===== src/hdl/tls_pkg.sv =====
// Shared types, constants and helpers for the traffic light sequencer.
// Used by every module in this folder; depends on nothing.
`timescale 1ns / 1ps
`default_nettype none

package tls_pkg;

  // Default counter width and the fixed width of each configuration register.
  localparam int TIMER_WIDTH_DEF = 16;
  localparam int CFG_WIDTH       = 16;
  localparam int NUM_REGS        = 8;
  localparam int CFG_IDX_WIDTH   = 3;
  localparam int PHASE_WIDTH     = 3;

  // Register indexes on the configuration port.
  localparam logic [CFG_IDX_WIDTH-1:0] REG_GREEN_TIME        = 3'd0;
  localparam logic [CFG_IDX_WIDTH-1:0] REG_GREEN_BLINK_TIME  = 3'd1;
  localparam logic [CFG_IDX_WIDTH-1:0] REG_YELLOW_TIME       = 3'd2;
  localparam logic [CFG_IDX_WIDTH-1:0] REG_RED_TIME          = 3'd3;
  localparam logic [CFG_IDX_WIDTH-1:0] REG_RED_YELLOW_TIME   = 3'd4;
  localparam logic [CFG_IDX_WIDTH-1:0] REG_BLINK_INTERVAL    = 3'd5;
  localparam logic [CFG_IDX_WIDTH-1:0] REG_YELLOW_BLINK_TIME = 3'd6;
  localparam logic [CFG_IDX_WIDTH-1:0] REG_DEBOUNCE_TIME     = 3'd7;

  // Reset values of the configuration registers, in milliseconds.
  localparam logic [CFG_WIDTH-1:0] RST_GREEN_TIME        = 16'd5000;
  localparam logic [CFG_WIDTH-1:0] RST_GREEN_BLINK_TIME  = 16'd3000;
  localparam logic [CFG_WIDTH-1:0] RST_YELLOW_TIME       = 16'd2000;
  localparam logic [CFG_WIDTH-1:0] RST_RED_TIME          = 16'd5000;
  localparam logic [CFG_WIDTH-1:0] RST_RED_YELLOW_TIME   = 16'd2000;
  localparam logic [CFG_WIDTH-1:0] RST_BLINK_INTERVAL    = 16'd500;
  localparam logic [CFG_WIDTH-1:0] RST_YELLOW_BLINK_TIME = 16'd4000;
  localparam logic [CFG_WIDTH-1:0] RST_DEBOUNCE_TIME     = 16'd50;

  // Phase codes as they appear on the result word.
  localparam logic [PHASE_WIDTH-1:0] CODE_GREEN        = 3'd0;
  localparam logic [PHASE_WIDTH-1:0] CODE_GREEN_BLINK  = 3'd1;
  localparam logic [PHASE_WIDTH-1:0] CODE_YELLOW       = 3'd2;
  localparam logic [PHASE_WIDTH-1:0] CODE_RED          = 3'd3;
  localparam logic [PHASE_WIDTH-1:0] CODE_RED_YELLOW   = 3'd4;
  localparam logic [PHASE_WIDTH-1:0] CODE_YELLOW_BLINK = 3'd5;

  // Lamp sequencer state, one-hot.
  typedef enum logic [5:0] {
    PH_GREEN        = 6'b000001,
    PH_GREEN_BLINK  = 6'b000010,
    PH_YELLOW       = 6'b000100,
    PH_RED          = 6'b001000,
    PH_RED_YELLOW   = 6'b010000,
    PH_YELLOW_BLINK = 6'b100000
  } phase_t;

  // Configuration register bank as seen by the step logic.
  typedef struct packed {
    logic [CFG_WIDTH-1:0] green_time;
    logic [CFG_WIDTH-1:0] green_blink_time;
    logic [CFG_WIDTH-1:0] yellow_time;
    logic [CFG_WIDTH-1:0] red_time;
    logic [CFG_WIDTH-1:0] red_yellow_time;
    logic [CFG_WIDTH-1:0] blink_interval;
    logic [CFG_WIDTH-1:0] yellow_blink_time;
    logic [CFG_WIDTH-1:0] debounce_time;
  } cfg_t;

  // Phase and blink levels, everything of the state but the counters.
  typedef struct packed {
    phase_t phase;
    logic   green_lvl;
    logic   yellow_lvl;
  } seq_state_t;

  // One result word.
  typedef struct packed {
    logic                   red_on;
    logic                   yellow_on;
    logic                   green_on;
    logic [PHASE_WIDTH-1:0] phase;
  } lamp_word_t;

endpackage

`default_nettype wire


===== src/hdl/tls_cfg_regs.sv =====
// Configuration register bank of the traffic light sequencer.
// Depends on tls_pkg for the register indexes, reset values and cfg_t.
`timescale 1ns / 1ps
`default_nettype none

module tls_cfg_regs
  import tls_pkg::*;
(
  input  wire logic                     clk,
  input  wire logic                     rst_n,
  input  wire logic                     wr_en,
  input  wire logic [CFG_IDX_WIDTH-1:0] wr_index,
  input  wire logic [CFG_WIDTH-1:0]     wr_data,
  output cfg_t                          cfg
);

  cfg_t cfg_r;
  cfg_t cfg_nxt;

  // Decode the register index of a write.
  always_comb begin
    cfg_nxt = cfg_r;
    if (wr_en) begin
      unique case (wr_index)
        REG_GREEN_TIME:        cfg_nxt.green_time        = wr_data;
        REG_GREEN_BLINK_TIME:  cfg_nxt.green_blink_time  = wr_data;
        REG_YELLOW_TIME:       cfg_nxt.yellow_time       = wr_data;
        REG_RED_TIME:          cfg_nxt.red_time          = wr_data;
        REG_RED_YELLOW_TIME:   cfg_nxt.red_yellow_time   = wr_data;
        REG_BLINK_INTERVAL:    cfg_nxt.blink_interval    = wr_data;
        REG_YELLOW_BLINK_TIME: cfg_nxt.yellow_blink_time = wr_data;
        REG_DEBOUNCE_TIME:     cfg_nxt.debounce_time     = wr_data;
        default:               cfg_nxt = cfg_r;
      endcase
    end
  end

  // Registers come out of reset with the default timing.
  always_ff @(posedge clk) begin
    if (!rst_n) begin
      cfg_r.green_time        <= RST_GREEN_TIME;
      cfg_r.green_blink_time  <= RST_GREEN_BLINK_TIME;
      cfg_r.yellow_time       <= RST_YELLOW_TIME;
      cfg_r.red_time          <= RST_RED_TIME;
      cfg_r.red_yellow_time   <= RST_RED_YELLOW_TIME;
      cfg_r.blink_interval    <= RST_BLINK_INTERVAL;
      cfg_r.yellow_blink_time <= RST_YELLOW_BLINK_TIME;
      cfg_r.debounce_time     <= RST_DEBOUNCE_TIME;
    end else begin
      cfg_r <= cfg_nxt;
    end
  end

  assign cfg = cfg_r;

endmodule

`default_nettype wire


===== src/hdl/tls_step.sv =====
// Next-state and lamp logic for one millisecond tick of the sequencer.
// Depends on tls_pkg for phase_t, cfg_t, seq_state_t and lamp_word_t.
`timescale 1ns / 1ps
`default_nettype none

module tls_step
  import tls_pkg::*;
#(
  parameter int TIMER_WIDTH = TIMER_WIDTH_DEF
) (
  input  wire logic [TIMER_WIDTH-1:0] phase_elapsed,
  input  wire logic [TIMER_WIDTH-1:0] blink_elapsed,
  input  wire logic [TIMER_WIDTH-1:0] since_press,
  input  wire seq_state_t             seq,
  input  wire cfg_t                   cfg,
  input  wire logic                   button_press,
  output logic [TIMER_WIDTH-1:0]      phase_elapsed_nxt,
  output logic [TIMER_WIDTH-1:0]      blink_elapsed_nxt,
  output logic [TIMER_WIDTH-1:0]      since_press_nxt,
  output seq_state_t                  seq_nxt,
  output lamp_word_t                  word
);

  // Compare width covers both the counters and the 16-bit register values.
  localparam int CW = (TIMER_WIDTH > CFG_WIDTH) ? TIMER_WIDTH : CFG_WIDTH;

  logic [TIMER_WIDTH-1:0] pe;
  logic [TIMER_WIDTH-1:0] be;
  logic [TIMER_WIDTH-1:0] sp;
  logic [TIMER_WIDTH-1:0] pe_p;
  logic [TIMER_WIDTH-1:0] be_p;
  logic                   press_ok;
  logic                   phase_done;
  logic                   blink_due;
  logic                   restart_phase;
  logic                   restart_blink;
  logic [CFG_WIDTH-1:0]   phase_len;
  seq_state_t             s;

  // Saturating increments of the three counters.
  always_comb begin
    pe = (phase_elapsed == '1) ? phase_elapsed : phase_elapsed + TIMER_WIDTH'(1);
    be = (blink_elapsed == '1) ? blink_elapsed : blink_elapsed + TIMER_WIDTH'(1);
    sp = (since_press == '1) ? since_press : since_press + TIMER_WIDTH'(1);
  end

  assign press_ok = button_press && (CW'(sp) >= CW'(cfg.debounce_time));

  // Debounced press forces yellow blinking unless it is already running.
  always_comb begin
    s               = seq;
    pe_p            = pe;
    be_p            = be;
    since_press_nxt = sp;
    if (press_ok) begin
      since_press_nxt = '0;
      if (seq.phase != PH_YELLOW_BLINK) begin
        s.phase      = PH_YELLOW_BLINK;
        s.yellow_lvl = 1'b1;
        pe_p         = '0;
        be_p         = '0;
      end
    end
  end

  // Length of the phase that is running after the press has been judged.
  always_comb begin
    unique case (s.phase)
      PH_GREEN_BLINK:  phase_len = cfg.green_blink_time;
      PH_YELLOW:       phase_len = cfg.yellow_time;
      PH_RED:          phase_len = cfg.red_time;
      PH_RED_YELLOW:   phase_len = cfg.red_yellow_time;
      PH_YELLOW_BLINK: phase_len = cfg.yellow_blink_time;
      default:         phase_len = cfg.green_time;
    endcase
  end

  assign phase_done = CW'(pe_p) >= CW'(phase_len);
  assign blink_due  = CW'(be_p) >= CW'(cfg.blink_interval);

  // Phase timeout, and the blink toggle in a blinking phase that stays.
  always_comb begin
    seq_nxt = s;
    unique case (s.phase)
      PH_GREEN_BLINK: begin
        if (phase_done) begin
          seq_nxt.phase = PH_YELLOW;
        end else if (blink_due) begin
          seq_nxt.green_lvl = !s.green_lvl;
        end
      end
      PH_YELLOW: begin
        if (phase_done) begin
          seq_nxt.phase = PH_RED;
        end
      end
      PH_RED: begin
        if (phase_done) begin
          seq_nxt.phase = PH_RED_YELLOW;
        end
      end
      PH_RED_YELLOW: begin
        if (phase_done) begin
          seq_nxt.phase = PH_GREEN;
        end
      end
      PH_YELLOW_BLINK: begin
        if (phase_done) begin
          seq_nxt.phase = PH_GREEN;
        end else if (blink_due) begin
          seq_nxt.yellow_lvl = !s.yellow_lvl;
        end
      end
      default: begin
        seq_nxt.phase = PH_GREEN;
        if (phase_done) begin
          seq_nxt.phase     = PH_GREEN_BLINK;
          seq_nxt.green_lvl = 1'b1;
        end
      end
    endcase
  end

  // Counter restarts that go with a timeout or a blink toggle.
  // The press-forced restart is already folded into the values above.
  assign restart_phase = phase_done;
  assign restart_blink = blink_due &&
                         ((s.phase == PH_GREEN_BLINK) || (s.phase == PH_YELLOW_BLINK));

  always_comb begin
    phase_elapsed_nxt = pe_p;
    blink_elapsed_nxt = be_p;
    if (restart_phase) begin
      phase_elapsed_nxt = '0;
      // Entering the green blinking phase also restarts the blink counter.
      if ((s.phase == PH_GREEN) || (s.phase != PH_GREEN_BLINK && s.phase != PH_YELLOW &&
          s.phase != PH_RED && s.phase != PH_RED_YELLOW && s.phase != PH_YELLOW_BLINK)) begin
        blink_elapsed_nxt = '0;
      end
    end else if (restart_blink) begin
      blink_elapsed_nxt = '0;
    end
  end

  // Lamp drive and phase code for the new state.
  always_comb begin
    word = '0;
    unique case (seq_nxt.phase)
      PH_GREEN_BLINK: begin
        word.green_on = seq_nxt.green_lvl;
        word.phase    = CODE_GREEN_BLINK;
      end
      PH_YELLOW: begin
        word.yellow_on = 1'b1;
        word.phase     = CODE_YELLOW;
      end
      PH_RED: begin
        word.red_on = 1'b1;
        word.phase  = CODE_RED;
      end
      PH_RED_YELLOW: begin
        word.red_on    = 1'b1;
        word.yellow_on = 1'b1;
        word.phase     = CODE_RED_YELLOW;
      end
      PH_YELLOW_BLINK: begin
        word.yellow_on = seq_nxt.yellow_lvl;
        word.phase     = CODE_YELLOW_BLINK;
      end
      default: begin
        word.green_on = 1'b1;
        word.phase    = CODE_GREEN;
      end
    endcase
  end

endmodule

`default_nettype wire


===== src/hdl/traffic_light_sequencer_core.sv =====
// Top level of the traffic light sequencer: input stage, state registers, result register.
// Depends on tls_pkg, tls_cfg_regs and tls_step.
//
//   channel  direction  handshake           word
//   in_      input      in_valid/in_stall   button_press
//   out_     output     out_valid/out_stall red_on, yellow_on, green_on, phase
//   cfg_     input      cfg_valid/cfg_ready index (3 bits), data (16 bits)
//
// Each word goes input register -> step logic -> result register, and out_valid rises
// once the word is in the result register. One tick and one new word are taken every
// cycle while in_stall is low; the phase and counter register loop sets that rate.
// rst_n is synchronous: it empties both stages and loads the default timing.
// A held out_stall stalls the input once both the input and result registers hold a word.
// cfg_ready is always high; a write takes effect at the next edge.
`timescale 1ns / 1ps
`default_nettype none

module traffic_light_sequencer_core
  import tls_pkg::*;
#(
  parameter int TIMER_WIDTH = TIMER_WIDTH_DEF
) (
  input  wire logic                     clk,
  input  wire logic                     rst_n,
  input  wire logic                     in_valid,
  output logic                          in_stall,
  input  wire logic                     in_button_press,
  output logic                          out_valid,
  input  wire logic                     out_stall,
  output logic                          out_red_on,
  output logic                          out_yellow_on,
  output logic                          out_green_on,
  output logic [PHASE_WIDTH-1:0]        out_phase,
  input  wire logic                     cfg_valid,
  output logic                          cfg_ready,
  input  wire logic [CFG_IDX_WIDTH-1:0] cfg_index,
  input  wire logic [CFG_WIDTH-1:0]     cfg_data
);

  cfg_t                   cfg;
  logic                   s1_valid_r;
  logic                   s1_valid_nxt;
  logic                   s1_press_r;
  logic                   out_valid_r;
  logic                   out_valid_nxt;
  lamp_word_t             out_word_r;
  lamp_word_t             word;
  logic                   advance;
  logic                   in_fire;
  seq_state_t             seq_r;
  seq_state_t             seq_nxt;
  logic [TIMER_WIDTH-1:0] phase_elapsed_r;
  logic [TIMER_WIDTH-1:0] phase_elapsed_nxt;
  logic [TIMER_WIDTH-1:0] blink_elapsed_r;
  logic [TIMER_WIDTH-1:0] blink_elapsed_nxt;
  logic [TIMER_WIDTH-1:0] since_press_r;
  logic [TIMER_WIDTH-1:0] since_press_nxt;

  assign cfg_ready = 1'b1;

  tls_cfg_regs u_cfg (
    .clk      (clk),
    .rst_n    (rst_n),
    .wr_en    (cfg_valid && cfg_ready),
    .wr_index (cfg_index),
    .wr_data  (cfg_data),
    .cfg      (cfg)
  );

  // The input stage moves on whenever the result register is free or being emptied.
  assign advance  = s1_valid_r && (!out_valid_r || !out_stall);
  assign in_stall = s1_valid_r && !advance;
  assign in_fire  = in_valid && !in_stall;

  always_comb begin
    s1_valid_nxt = s1_valid_r;
    if (in_fire) begin
      s1_valid_nxt = 1'b1;
    end else if (advance) begin
      s1_valid_nxt = 1'b0;
    end
  end

  always_comb begin
    out_valid_nxt = out_valid_r;
    if (advance) begin
      out_valid_nxt = 1'b1;
    end else if (!out_stall) begin
      out_valid_nxt = 1'b0;
    end
  end

  tls_step #(
    .TIMER_WIDTH (TIMER_WIDTH)
  ) u_step (
    .phase_elapsed     (phase_elapsed_r),
    .blink_elapsed     (blink_elapsed_r),
    .since_press       (since_press_r),
    .seq               (seq_r),
    .cfg               (cfg),
    .button_press      (s1_press_r),
    .phase_elapsed_nxt (phase_elapsed_nxt),
    .blink_elapsed_nxt (blink_elapsed_nxt),
    .since_press_nxt   (since_press_nxt),
    .seq_nxt           (seq_nxt),
    .word              (word)
  );

  // Handshake state.
  always_ff @(posedge clk) begin
    if (!rst_n) begin
      s1_valid_r  <= 1'b0;
      out_valid_r <= 1'b0;
    end else begin
      s1_valid_r  <= s1_valid_nxt;
      out_valid_r <= out_valid_nxt;
    end
  end

  // Sequencer state advances once per tick that leaves the input stage.
  always_ff @(posedge clk) begin
    if (!rst_n) begin
      seq_r.phase      <= PH_GREEN;
      seq_r.green_lvl  <= 1'b1;
      seq_r.yellow_lvl <= 1'b0;
      phase_elapsed_r  <= '0;
      blink_elapsed_r  <= '0;
      since_press_r    <= '0;
    end else if (advance) begin
      seq_r           <= seq_nxt;
      phase_elapsed_r <= phase_elapsed_nxt;
      blink_elapsed_r <= blink_elapsed_nxt;
      since_press_r   <= since_press_nxt;
    end
  end

  // Payload registers.
  always_ff @(posedge clk) begin
    if (in_fire) begin
      s1_press_r <= in_button_press;
    end
    if (advance) begin
      out_word_r <= word;
    end
  end

  assign out_valid     = out_valid_r;
  assign out_red_on    = out_word_r.red_on;
  assign out_yellow_on = out_word_r.yellow_on;
  assign out_green_on  = out_word_r.green_on;
  assign out_phase     = out_word_r.phase;

endmodule

`default_nettype wire


===== config.mk =====
export PLATFORM = sky130hd
export DESIGN_NAME = traffic_light_sequencer_core
export DESIGN_NICKNAME = d
export VERILOG_FILES = /design/src/hdl/tls_pkg.sv /design/src/hdl/tls_cfg_regs.sv /design/src/hdl/tls_step.sv /design/src/hdl/traffic_light_sequencer_core.sv
export SDC_FILE = /design/constraint.sdc
export NUM_CORES = 1
export LEC_CHECK = 0
export BUFFER_PORTS_ARGS = -buffer_cell sky130_fd_sc_hd__buf_2
export CORE_MARGIN = 2
export CORE_UTILIZATION = 35
export CTS_CLUSTER_DIAMETER = 150
export DETAILED_ROUTE_END_ITERATION = 12
export PLACE_DENSITY = 0.54
export SLEW_MARGIN = 10
export SYNTH_ARGS = -nofsm -noshare
export SYNTH_HDL_FRONTEND = slang
export SYNTH_SLANG_ARGS = --single-unit
export TNS_END_PERCENT = 100

===== constraint.sdc =====
create_clock -name clk -period 10.2 [get_ports clk]
set_input_delay 0.51 -clock clk [delete_from_list [all_inputs] [get_ports clk]]
set_output_delay 0.51 -clock clk [all_outputs]
set_load 0.05 [all_outputs]

==> run_results.csv, run 1 <==
group,metric,value,unit
sta,fin_setup_tns,0,ns
sta,final-setup-viol-count,0,
floorplanning,initial_core_util,35.5,%
run_status,outcome,"complete, no violations",
floorplanning,rows,62,
placed_design,post-place-ws,2.58,ns
placed_design,dpl.hpwl,20.5,mm
synthesis,synth_fp_nets,1415,
floorplanning,io_pins,34,
clock_network,cts.hold.buffers_added,0,
drt,avgRoutedWirePerCell,17.6,um
worst_setup_path,start_kind,"flop",
sta,finalMaxSlewViolations,0,
pwr,p_leak,4.28,nW
synthesis,yosys.area.top_type,"dfxtp_1",
sta,worst_pin_slew,1.22,ns
sta,rsz0062_at_grt,"no",
drt,routed_wl,30.2,mm
global_routing,antenna_found_initial,0,
final_layout,nNetsFinal,1395,
synthesis,netlist_top_cells_area,"dfxtp_1 37%, nand2_1 12%, a21oi_1 7.3%",
synthesis,postSynthAreaPerCell,7.58,um^2
sta,slew_headroom,18.7,%
run,maxCapViolCount,0,
sta,period_share,75.1,%
pwr,p_total,1.61,mW
final_layout,layout_commonest_cell,"nand2_1",
worst_setup_path,crit_required,10.59,ns
worst_setup_path,critPathArrivalTime,8.06,ns
placed_design,port_buffers,32,
synthesis,synthDistinctLibCells,71,
worst_setup_path,crit_top_cell,"a21oi_1",
drt,antenna_left,0,
worst_setup_path,cp-end-kind,"flop",
pwr,irDropWorstVdd,0.0000932,V
synthesis,ys.flop_type,"dfxtp_1",
global_routing,grt_pass1_wl,48.0,mm
synthesis,ys_async_sr_fraction,0,%
synthesis,synth-edff-count,7,
final_layout,area_growth_syn_to_layout,9.88,%
clock_network,cts_tree,"yes",
synthesis,synthCells,1339,
worst_setup_path,cp_top_family,"simple AND/OR/NAND/NOR gates",
synthesis,yosysWarnings,0,
synthesis,syn_area,10200,um^2
final_layout,final_cell_mix,"332 x nand2_1, 186 x dfxtp_1, 148 x a21oi_1, 96 x nor2_1, 69 x nand3_1",
clock_network,post_cts_resized,0,
worst_setup_path,path_buf_inv,0,
final_layout,design_area,11200,um^2
global_routing,grt.total_usage,20.0,%
clock_network,path_clk_slew,0.08,ns
sta,finalHoldViolCount,0,
clock_network,cts_root_buffer,"clkbuf_16",
global_routing,grt_max_degree,87,
clock_network,cts_buffers,17,
worst_setup_path,crit_type,"flop to flop",
floorplanning,die_y,174,um
floorplanning,core-area,28600,um^2
clock_network,clock_latency,0.45,ns
final_layout,drive_gt1_share,6.98,%
sta,worst_slack,2.54,ns
global_routing,gr-total-overflow,0,
clock_network,cts_buffer_depth,2,
synthesis,synth_seq_cells,193,
clock_network,h-tree-depth,4,
floorplanning,dieArea,30400,um^2
sta,min_period,7.66,ns
worst_setup_path,critPathMaxFanout,20,
drt,drt-pass1-iter-count,5,
synthesis,yosysSeqAreaShare,38.7,%
drt,routed_via_density,5.33,
worst_setup_path,path_cells,"and4_1 > nand4_1 > nor3_1 > nor3_1 > and4_1 > xor2_1 > ha_1 > a21oi_1 > o21a_1 > o2bb2ai_1 > o21a_1 > nor4_4 > a221oi_1 > nor3_1 > a21oi_1 > ha_1 > o211ai_1 > a21oi_1 > o41ai_1 > a21oi_1 > or2_1 > a2111oi_4 > or3b_1 > nand3_1",
sta,max_freq,0.130,GHz
synthesis,synth_top_area_share,36.7,%
drt,vias,9154,
clock_network,cts.sinks,193,
hold_path,hold_class,"input port to flop",
placed_design,globalplace.congestion,0.866,
global_routing,grt_pass1_vias,8361,
floorplanning,floorplan.die.width,174,um
clock_network,cts_setup_buffers,0,
worst_setup_path,cp_slowest_cell,"nor4_4",
final_layout,diodes,0,
drt,drcViolationCount,0,
drt,drt_iter0_markers,734,
sta,clock_skew,0.0175,ns
pwr,powerDensity,144,nW/um^2
final_layout,postLayoutCoreUtil,39.0,%
worst_setup_path,slowest_delay,0.96,ns
placed_design,dpl_cell_area,10500,um^2
==> final cells by class <==
cell class	instances	area, um^2
clock buffers	17	425
clock inverters	15	189
fillers	2970	17500
inverters	43	163
multi-input cells	1018	5700
flip-flops and latches	193	3930
well taps	384	480
repair buffers	46	265
==> worst reg2reg max path, delay by kind of cell (launching register included) <==
kind | cells | cell delay [ns]
AO/OA/AOI/OAI | 11 | 2.80
XOR/XNOR | 1 | 0.15
AND/OR/NAND/NOR | 10 | 3.62
adder cells (fa/ha/maj) | 2 | 0.59
flip-flops | 1 | 0.45
==> routing by layer <==
| metal | share of wire [%] | global-route usage [%] | vias to the layer above |
|---|---|---|---|
| met5 | 0 | 0 | - |
| met1 | 49 | 28.9 | 4273 |
| met3 | 4.5 | 3.28 | 40 |
| met4 | 2.2 | 6.34 | 0 |
| li1 | - | - | 4614 |
| met2 | 44 | 30.4 | 227 |
==> power by group <==
group	switching, mW	internal [mW]	leakage, nW	total, mW
Clock	0.345	0.376	0.303	0.721
Combinational	0.0745	0.0279	2.41	0.102
Sequential	0.00892	0.773	1.57	0.782
==> final timing paths <==
check | from | end | slack [ns] | cells after the start
max | since_press_r[4] | blink_elapsed_r[4] | 2.54 | 24
min | in_button_press | s1_press_r | 0.23 | 1
max reg2reg | since_press_r[4] | blink_elapsed_r[4] | 2.54 | 24
min reg2reg | u_cfg.cfg[14] | u_cfg.cfg[14] | 0.46 | 2
==> synthesized netlist by cell type (3+ instances only) <==
master / n
a211oi_1: 3
nand2_1: 332
nand4_1: 14
nor3_1: 40
xnor2_1: 19
nor2b_1: 6
and4_1: 10
a31oi_1: 9
a22oi_1: 27
and3_1: 8
o21a_1: 5
nand3_1: 69
or3_1: 4
nor4_4: 3
clkbuf_1: 57
buf_2: 6
a22o_1: 13
nor2_1: 97
ha_1: 51
a21o_1: 4
xor2_1: 15
o21ai_0: 37
inv_1: 41
clkbuf_2: 15
nand2b_1: 6
o21ai_1: 11
a21oi_1: 148
o211a_1: 4
a221oi_1: 15
nor4_1: 3
mux2i_1: 6
buf_1: 4
nand3b_1: 5
and2_1: 3
o211ai_1: 11
edfxtp_1: 7
dfxtp_1: 186
==> kinds of logic (layout without fill, tap and decap cells) <==
kind of cell | count (synthesis) | after routing | synth area share (%)
AND/OR/NAND/NOR | 613 | 613 | 26.8
AO/OA/AOI/OAI | 313 | 313 | 19.4
flip-flops | 193 | 193 | 38.7
buffers and inverters | 128 | 121 | 5.14
adder cells (fa/ha/maj) | 51 | 51 | 6.29
XOR/XNOR | 34 | 34 | 2.93
multiplexers | 6 | 6 | 0.592
other | 1 | 1 | 0.0369
==> sequential cells by signal, summed over array words and instances (netlist names) <==
name	count
u_cfg.cfg	128
blink_elapsed_r	16
phase_elapsed_r	16
since_press_r	16
seq_r	8
out_phase	3
out_green_on	1
out_red_on	1
out_valid	1
out_yellow_on	1
s1_press_r	1
s1_valid_r	1
==> through the flow <==
step | std cells | hold WS (ns)
after floorplan | 1339 | 0.436
after global placement | 1684 | 0.442
after detailed placement | 1684 | 0.447
after CTS | 1716 | 0.220
after global routing | 1716 | 0.222
final | 1716 | 0.230
Note: power is estimated with default switching activity, not from simulation.
==> run 2, diff against run 1 <==
--- a/config.mk
+++ b/config.mk
@@ -5,12 +5,13 @@
 export SDC_FILE = /design/constraint.sdc
 export NUM_CORES = 1
 export LEC_CHECK = 0
+export ABC_AREA = 1
 export BUFFER_PORTS_ARGS = -buffer_cell sky130_fd_sc_hd__buf_2
 export CORE_MARGIN = 2
 export CORE_UTILIZATION = 35
 export CTS_CLUSTER_DIAMETER = 150
 export DETAILED_ROUTE_END_ITERATION = 12
-export PLACE_DENSITY = 0.54
+export PLACE_DENSITY = 0.56
 export SLEW_MARGIN = 10
 export SYNTH_ARGS = -nofsm -noshare
 export SYNTH_HDL_FRONTEND = slang
==> constraint.sdc (replaced) <==
create_clock -name clk -period 6.8 [get_ports clk]
set_input_delay 0.34 -clock clk [delete_from_list [all_inputs] [get_ports clk]]
set_output_delay 0.34 -clock clk [all_outputs]
set_load 0.05 [all_outputs]
==> run_results.csv, run 2 <==
group,metric,value,unit
worst_setup_path,crit_type,"flop to flop",
placed_design,post-place-cells,1917,
pwr,comb_power_share,9.6,%
floorplanning,die_y,178,um
floorplanning,core-area,29700,um^2
pwr,cellInternalPower,1.83,mW
placed_design,post-place-ws,0.567,ns
sta,period_share,90.4,%
floorplanning,floorplan.die.width,178,um
clock_network,cts_buffer_depth,2,
sta,finalMaxSlewViolations,0,
sta,clock_skew,0.0135,ns
global_routing,antenna_found_initial,0,
synthesis,synth_top_area_share,35.1,%
worst_setup_path,critPathMaxFanout,25,
synthesis,yosysSeqAreaShare,37.1,%
final_layout,design_area,11700,um^2
synthesis,postSynthAreaPerCell,6.81,um^2
global_routing,grt.total_usage,19.8,%
worst_setup_path,cp-end-kind,"flop",
run_status,outcome,"complete, no violations",
sta,worst_slack,0.655,ns
synthesis,yosysMostFrequentCell,"nand2_1",
drt,vias,9693,
hold_path,holdPathStages,1,
sta,final-setup-viol-count,0,
worst_setup_path,cp_slowest_cell,"nor4_2",
hold_path,min_from,"in_button_press",
floorplanning,rows,63,
final_layout,largest_register_ffs,128,
drt,drcViolationCount,0,
pwr,power_frac_clock,42.4,%
floorplanning,dieArea,31700,um^2
worst_setup_path,timing.rr.end,"out_yellow_on",
final_layout,multi_input_area,5690,um^2
clock_network,cts.hold.buffers_added,0,
final_layout,nNetsFinal,1623,
sta,worst_pin_slew,1.16,ns
synthesis,synth-edff-count,7,
final_layout,ff_latch_area,3930,um^2
synthesis,synthCells,1557,
sta,min_period,6.14,ns
pwr,seqPwrFrac,48.0,%
worst_setup_path,critPathArrivalTime,6.34,ns
worst_setup_path,rr_worst_depth,34,
pwr,sw_frac_of_total,26.5,%
drt,avgRoutedWirePerCell,15.4,um
final_layout,area_growth_syn_to_layout,10.1,%
sta,fin_setup_tns,0,ns
placed_design,port_buffers,32,
pwr,p_leak,5.26,nW
clock_network,h-tree-depth,4,
sta,finalHoldViolCount,0,
pwr,p_total,2.48,mW
final_layout,layout_commonest_cell,"nand2_1",
worst_setup_path,r2r_setup_slack,0.66,ns
sta,max_freq,0.163,GHz
synthesis,ys.flop_type,"dfxtp_1",
synthesis,netlist_top_cells_area,"dfxtp_1 35%, nand2_1 12%, nor2_1 7.5%",
drt,antenna_left,0,
clock_network,cts.sinks,193,
clock_network,cts_tree,"yes",
hold_path,hold_class,"input port to flop",
global_routing,grt_pass1_vias,9046,
synthesis,yosys.area.top_type,"dfxtp_1",
worst_setup_path,slowest_delay,0.40,ns
synthesis,synth_commonest_cells,"343 x nand2_1, 212 x nor2_1, 186 x dfxtp_1",
placed_design,dpl.hpwl,19.8,mm
placed_design,dpl_cell_area,11000,um^2
worst_setup_path,r2r-start,"since_press_r[0]",
sta,slew_headroom,22.3,%
clock_network,path_clk_slew,0.07,ns
pwr,p_switching,0.657,mW
final_layout,postLayoutCoreUtil,39.3,%
drt,routed_wl,30.0,mm
final_layout,fill_cells,3117,
final_layout,fin_cells,1950,
global_routing,grt_max_degree,74,
synthesis,synth_fp_nets,1633,
final_layout,drive_gt1_share,7.82,%
synthesis,yosysWarnings,0,
synthesis,synthDistinctLibCells,50,
synthesis,ys_async_sr_fraction,0,%
run,maxCapViolCount,0,
floorplanning,initial_core_util,35.7,%
synthesis,syn_area,10600,um^2
global_routing,grt_pass1_wl,48.9,mm
sta,rsz0062_at_grt,"no",
clock_network,clock_latency,0.45,ns
pwr,irDropWorstVdd,0.000164,V
hold_path,min_to,"s1_press_r",
final_layout,final_cell_mix,"343 x nand2_1, 212 x nor2_1, 186 x dfxtp_1, 156 x inv_1, 122 x a21oi_1",
drt,routed_via_density,4.97,
drt,drt_iter0_markers,555,
clock_network,cts_root_buffer,"clkbuf_16",
pwr,powerDensity,213,nW/um^2
drt,drt-pass1-iter-count,5,
global_routing,gr-total-overflow,0,
synthesis,synth_seq_cells,193,
worst_setup_path,start_kind,"flop",
floorplanning,io_pins,34,
worst_setup_path,crit_required,6.99,ns
sta,hold_slack,0.0753,ns
placed_design,globalplace.congestion,0.868,
clock_network,cts_buffers,17,
final_layout,diodes,0,
-- run 2: cell families after synthesis --
family / share of synthesized area [%]
adder cells (fa/ha/maj): 6.02
AO/OA/AOI/OAI: 14.3
AND/OR/NAND/NOR: 31.2
XOR/XNOR: 1.90
other: 0.0354
buffers and inverters: 9.45
flip-flops: 37.1
-- run 2: cell type report --
cell class                 instances  share of cell area [%]
sequential                       193                    33.7
inverter                         175                    5.62
clock inverter                    10                    1.02
multi-input combinational       1111                    48.7
tap                              390                    4.18
timing repair buffer              49                    2.59
clock buffer                      22                    4.16
-- run 2: worst max-delay path by stage --
stage / slack [ns] / endpoint / start / cells after the start
2_1_floorplan: 1.60 / out_yellow_on / since_press_r[0] / 34
3_3_place_gp: 0.62 / out_yellow_on / since_press_r[0] / 36
3_5_place_dp: 0.57 / out_yellow_on / since_press_r[0] / 32
4_1_cts: 0.53 / out_yellow_on / since_press_r[0] / 32
5_1_grt: 0.03 / out_yellow_on / since_press_r[0] / 38
6_report: 0.66 / out_yellow_on / since_press_r[0] / 34
-- run 2: worst max-delay path, delay by kind of cell (launching register included) --
| kind | cells | cell delay, ns |
|---|---|---|
| buffers and inverters | 4 | 0.56 |
| DFF | 1 | 0.39 |
| xor gates and xnor gates | 2 | 0.51 |
| adders and majority gates | 3 | 0.69 |
| and+or+nand+nor | 19 | 3.05 |
| AOI/OAI and AO/OA | 6 | 0.67 |
-- run 2: power groups by stage --
| stage | sequential, mW | combinational (mW) | clock, mW |
|---|---|---|---|
| global placement | 1.22 | 0.235 | 0 |
| global route | 1.19 | 0.270 | 1.13 |
| floorplan | 1.22 | 0.162 | 0 |
| finish | 1.19 | 0.239 | 1.05 |
| detailed placement | 1.22 | 0.237 | 0 |
| CTS | 1.19 | 0.239 | 1.08 |
-- run 2: metal layers --
layer	up-vias	track usage, %	share of wire, %
li1	5024	-	-
met1	4481	26.3	48
met2	151	32.5	46
met3	37	3.11	3.2
met4	0	6.80	2.7
met5	-	0	0
-- run 2: timing repair --
item                                    4_1_cts  5_1_grt
setup buffers                                 0        1
gates resized for setup                       0        3
endpoints found under the setup margin        0       19
endpoints found under the hold margin         0        0
==> run 3, diff against run 2 <==
--- a/config.mk
+++ b/config.mk
@@ -5,13 +5,14 @@
 export SDC_FILE = /design/constraint.sdc
 export NUM_CORES = 1
 export LEC_CHECK = 0
-export ABC_AREA = 1
 export BUFFER_PORTS_ARGS = -buffer_cell sky130_fd_sc_hd__buf_2
-export CORE_MARGIN = 2
+export CELL_PAD_IN_SITES_DETAIL_PLACEMENT = 0
+export CELL_PAD_IN_SITES_GLOBAL_PLACEMENT = 1
+export CORE_MARGIN = 4
 export CORE_UTILIZATION = 35
 export CTS_CLUSTER_DIAMETER = 150
 export DETAILED_ROUTE_END_ITERATION = 12
-export PLACE_DENSITY = 0.56
+export PLACE_DENSITY = 0.69
 export SLEW_MARGIN = 10
 export SYNTH_ARGS = -nofsm -noshare
 export SYNTH_HDL_FRONTEND = slang
==> run_results.csv, run 3 (same netlist as run 1, synthesis figures left out) <==
group,metric,value,unit
pwr,irDropWorstVdd,0.000121,V
final_layout,layout_commonest_cell,"nand2_1",
floorplanning,dieArea,31800,um^2
floorplanning,floorplan.die.width,178,um
drt,drt-pass1-iter-count,8,
final_layout,design_area,11400,um^2
worst_setup_path,r2r-start,"since_press_r[6]",
final_layout,area_growth_syn_to_layout,12.1,%
sta,fin_setup_tns,0,ns
placed_design,globalplace.congestion,0.829,
worst_setup_path,slowest_delay,0.49,ns
clock_network,cts_buffer_depth,2,
worst_setup_path,rr_worst_depth,27,
sta,finalHoldViolCount,0,
pwr,comb_power_share,6.5,%
clock_network,cts_tree,"yes",
drt,wl_met1,15.6,mm
global_routing,grt_max_degree,86,
clock_network,cts.sinks,193,
clock_network,h-tree-depth,4,
placed_design,dpl_cell_area,10700,um^2
final_layout,nNetsFinal,1418,
final_layout,postLayoutCoreUtil,39.8,%
worst_setup_path,crit_required,7.11,ns
floorplanning,initial_core_util,35.5,%
drt,drt_iter0_markers,664,
floorplanning,rows,62,
drt,routed_via_density,5.37,
sta,clock_skew,0.0146,ns
clock_network,cts_buffers,17,
worst_setup_path,critPathLaunch,"since_press_r[6]",
sta,finalMaxSlewViolations,0,
run,maxCapViolCount,0,
worst_setup_path,critPathMaxFanout,18,
global_routing,grt_pass1_wl,49.8,mm
drt,topRoutingLayerUsed,"met4",
global_routing,gr-total-overflow,0,
sta,slew_headroom,33.0,%
final_layout,largest_register_ffs,128,
pwr,cellInternalPower,1.78,mW
clock_network,path_clk_slew,0.08,ns
drt,vias,9335,
floorplanning,core-area,28600,um^2
sta,max_freq,0.158,GHz
placed_design,dpl.hpwl,21.5,mm
run_status,outcome,"complete, no violations",
sta,min_period,6.35,ns
worst_setup_path,cp_slowest_cell,"or3_4",
worst_setup_path,timing.rr.end,"seq_r[0]",
clock_network,cts.hold.buffers_added,0,
worst_setup_path,crit_type,"flop to flop",
clock_network,clock_latency,0.45,ns
placed_design,port_buffers,32,
pwr,powerDensity,213,nW/um^2
clock_network,cts_root_buffer,"clkbuf_16",
floorplanning,die_y,178,um
pwr,p_switching,0.648,mW
floorplanning,io_pins,34,
worst_setup_path,start_kind,"flop",
worst_setup_path,cp-end-kind,"flop",
sta,period_share,93.3,%
global_routing,antenna_found_initial,0,
clock_network,cts_setup_buffers,0,
global_routing,grt_pass1_vias,8659,
hold_path,hold_class,"input port to flop",
sta,final-setup-viol-count,0,
clock_network,post_cts_resized,0,
drt,avgRoutedWirePerCell,18.0,um
worst_setup_path,r2r_setup_slack,0.45,ns
drt,met2_length,13.9,mm
pwr,sw_frac_of_total,26.7,%
final_layout,drive_gt1_share,9.00,%
drt,antenna_left,0,
sta,rsz0062_at_grt,"no",
worst_setup_path,worstSetupEndpoint,"seq_r[0]",
worst_setup_path,critPathArrivalTime,6.66,ns
pwr,power_frac_clock,45.2,%
drt,drcViolationCount,0,
pwr,seqPwrFrac,48.3,%
drt,wl_met3,1.31,mm
final_layout,final_cell_mix,"332 x nand2_1, 184 x dfxtp_1, 148 x a21oi_1, 96 x nor2_1, 69 x nand3_1",
drt,routed_wl,31.4,mm
final_layout,diodes,0,
sta,worst_pin_slew,1.00,ns
global_routing,grt.total_usage,19.9,%
pwr,p_leak,4.42,nW
## run 3: through the flow
step / setup slack (ns) / power, mW / std cells / hold WS (ns)
4_1_cts: 0.335 / 2.46 / 1739 / 0.0559
6_report: 0.453 / 2.43 / 1739 / 0.0703
3_3_place_gp: 0.493 / 1.36 / 1707 / 0.441
5_1_grt: 0.0155 / 2.51 / 1739 / 0.0710
3_5_place_dp: 0.394 / 1.36 / 1707 / 0.447
2_1_floorplan: 0.978 / 1.30 / 1339 / 0.436
## run 3: worst min-delay path by stage
stage	from	to	slack, ns	cells after the start
floorplan	u_cfg.cfg[64]	u_cfg.cfg[64]	0.44	2
global placement	u_cfg.cfg[64]	u_cfg.cfg[64]	0.44	2
detailed placement	u_cfg.cfg[28]	u_cfg.cfg[28]	0.45	2
CTS	in_button_press	s1_press_r	0.06	1
global route	in_button_press	s1_press_r	0.07	1
finish	in_button_press	s1_press_r	0.07	1
## run 3: layout make-up
cell class | instances | area (um^2)
well taps | 384 | 480
clock inverters | 14 | 195
multi-input cells | 1018 | 5720
clock buffers | 18 | 439
inverters | 43 | 163
flip-flops and latches | 193 | 3940
fillers | 2985 | 17200
repair buffers | 69 | 450
## run 3: critical path, delay by kind of cell (launching register included)
kind | cells | cell delay [ns]
adder cells (fa/ha/maj) | 2 | 0.55
AO/OA/AOI/OAI | 10 | 1.91
buffers and inverters | 3 | 0.59
multiplexers | 1 | 0.16
XOR/XNOR | 1 | 0.16
AND/OR/NAND/NOR | 10 | 2.38
flip-flops | 1 | 0.43
## run 3: layer usage
metal / up-vias / GRT usage [%]
met5: - / 0
met4: 0 / 5.18
met3: 25 / 2.03
met2: 200 / 31.1
met1: 4446 / 29.5
li1: 4664 / -
## run 3: power groups by stage
stage               Clock, mW  Combinational [mW]  Sequential (mW)
floorplan                   0              0.0998             1.20
global placement            0               0.158             1.20
detailed placement          0               0.159             1.20
CTS                      1.13               0.159             1.17
global route             1.16               0.176             1.18
finish                   1.10               0.158             1.17
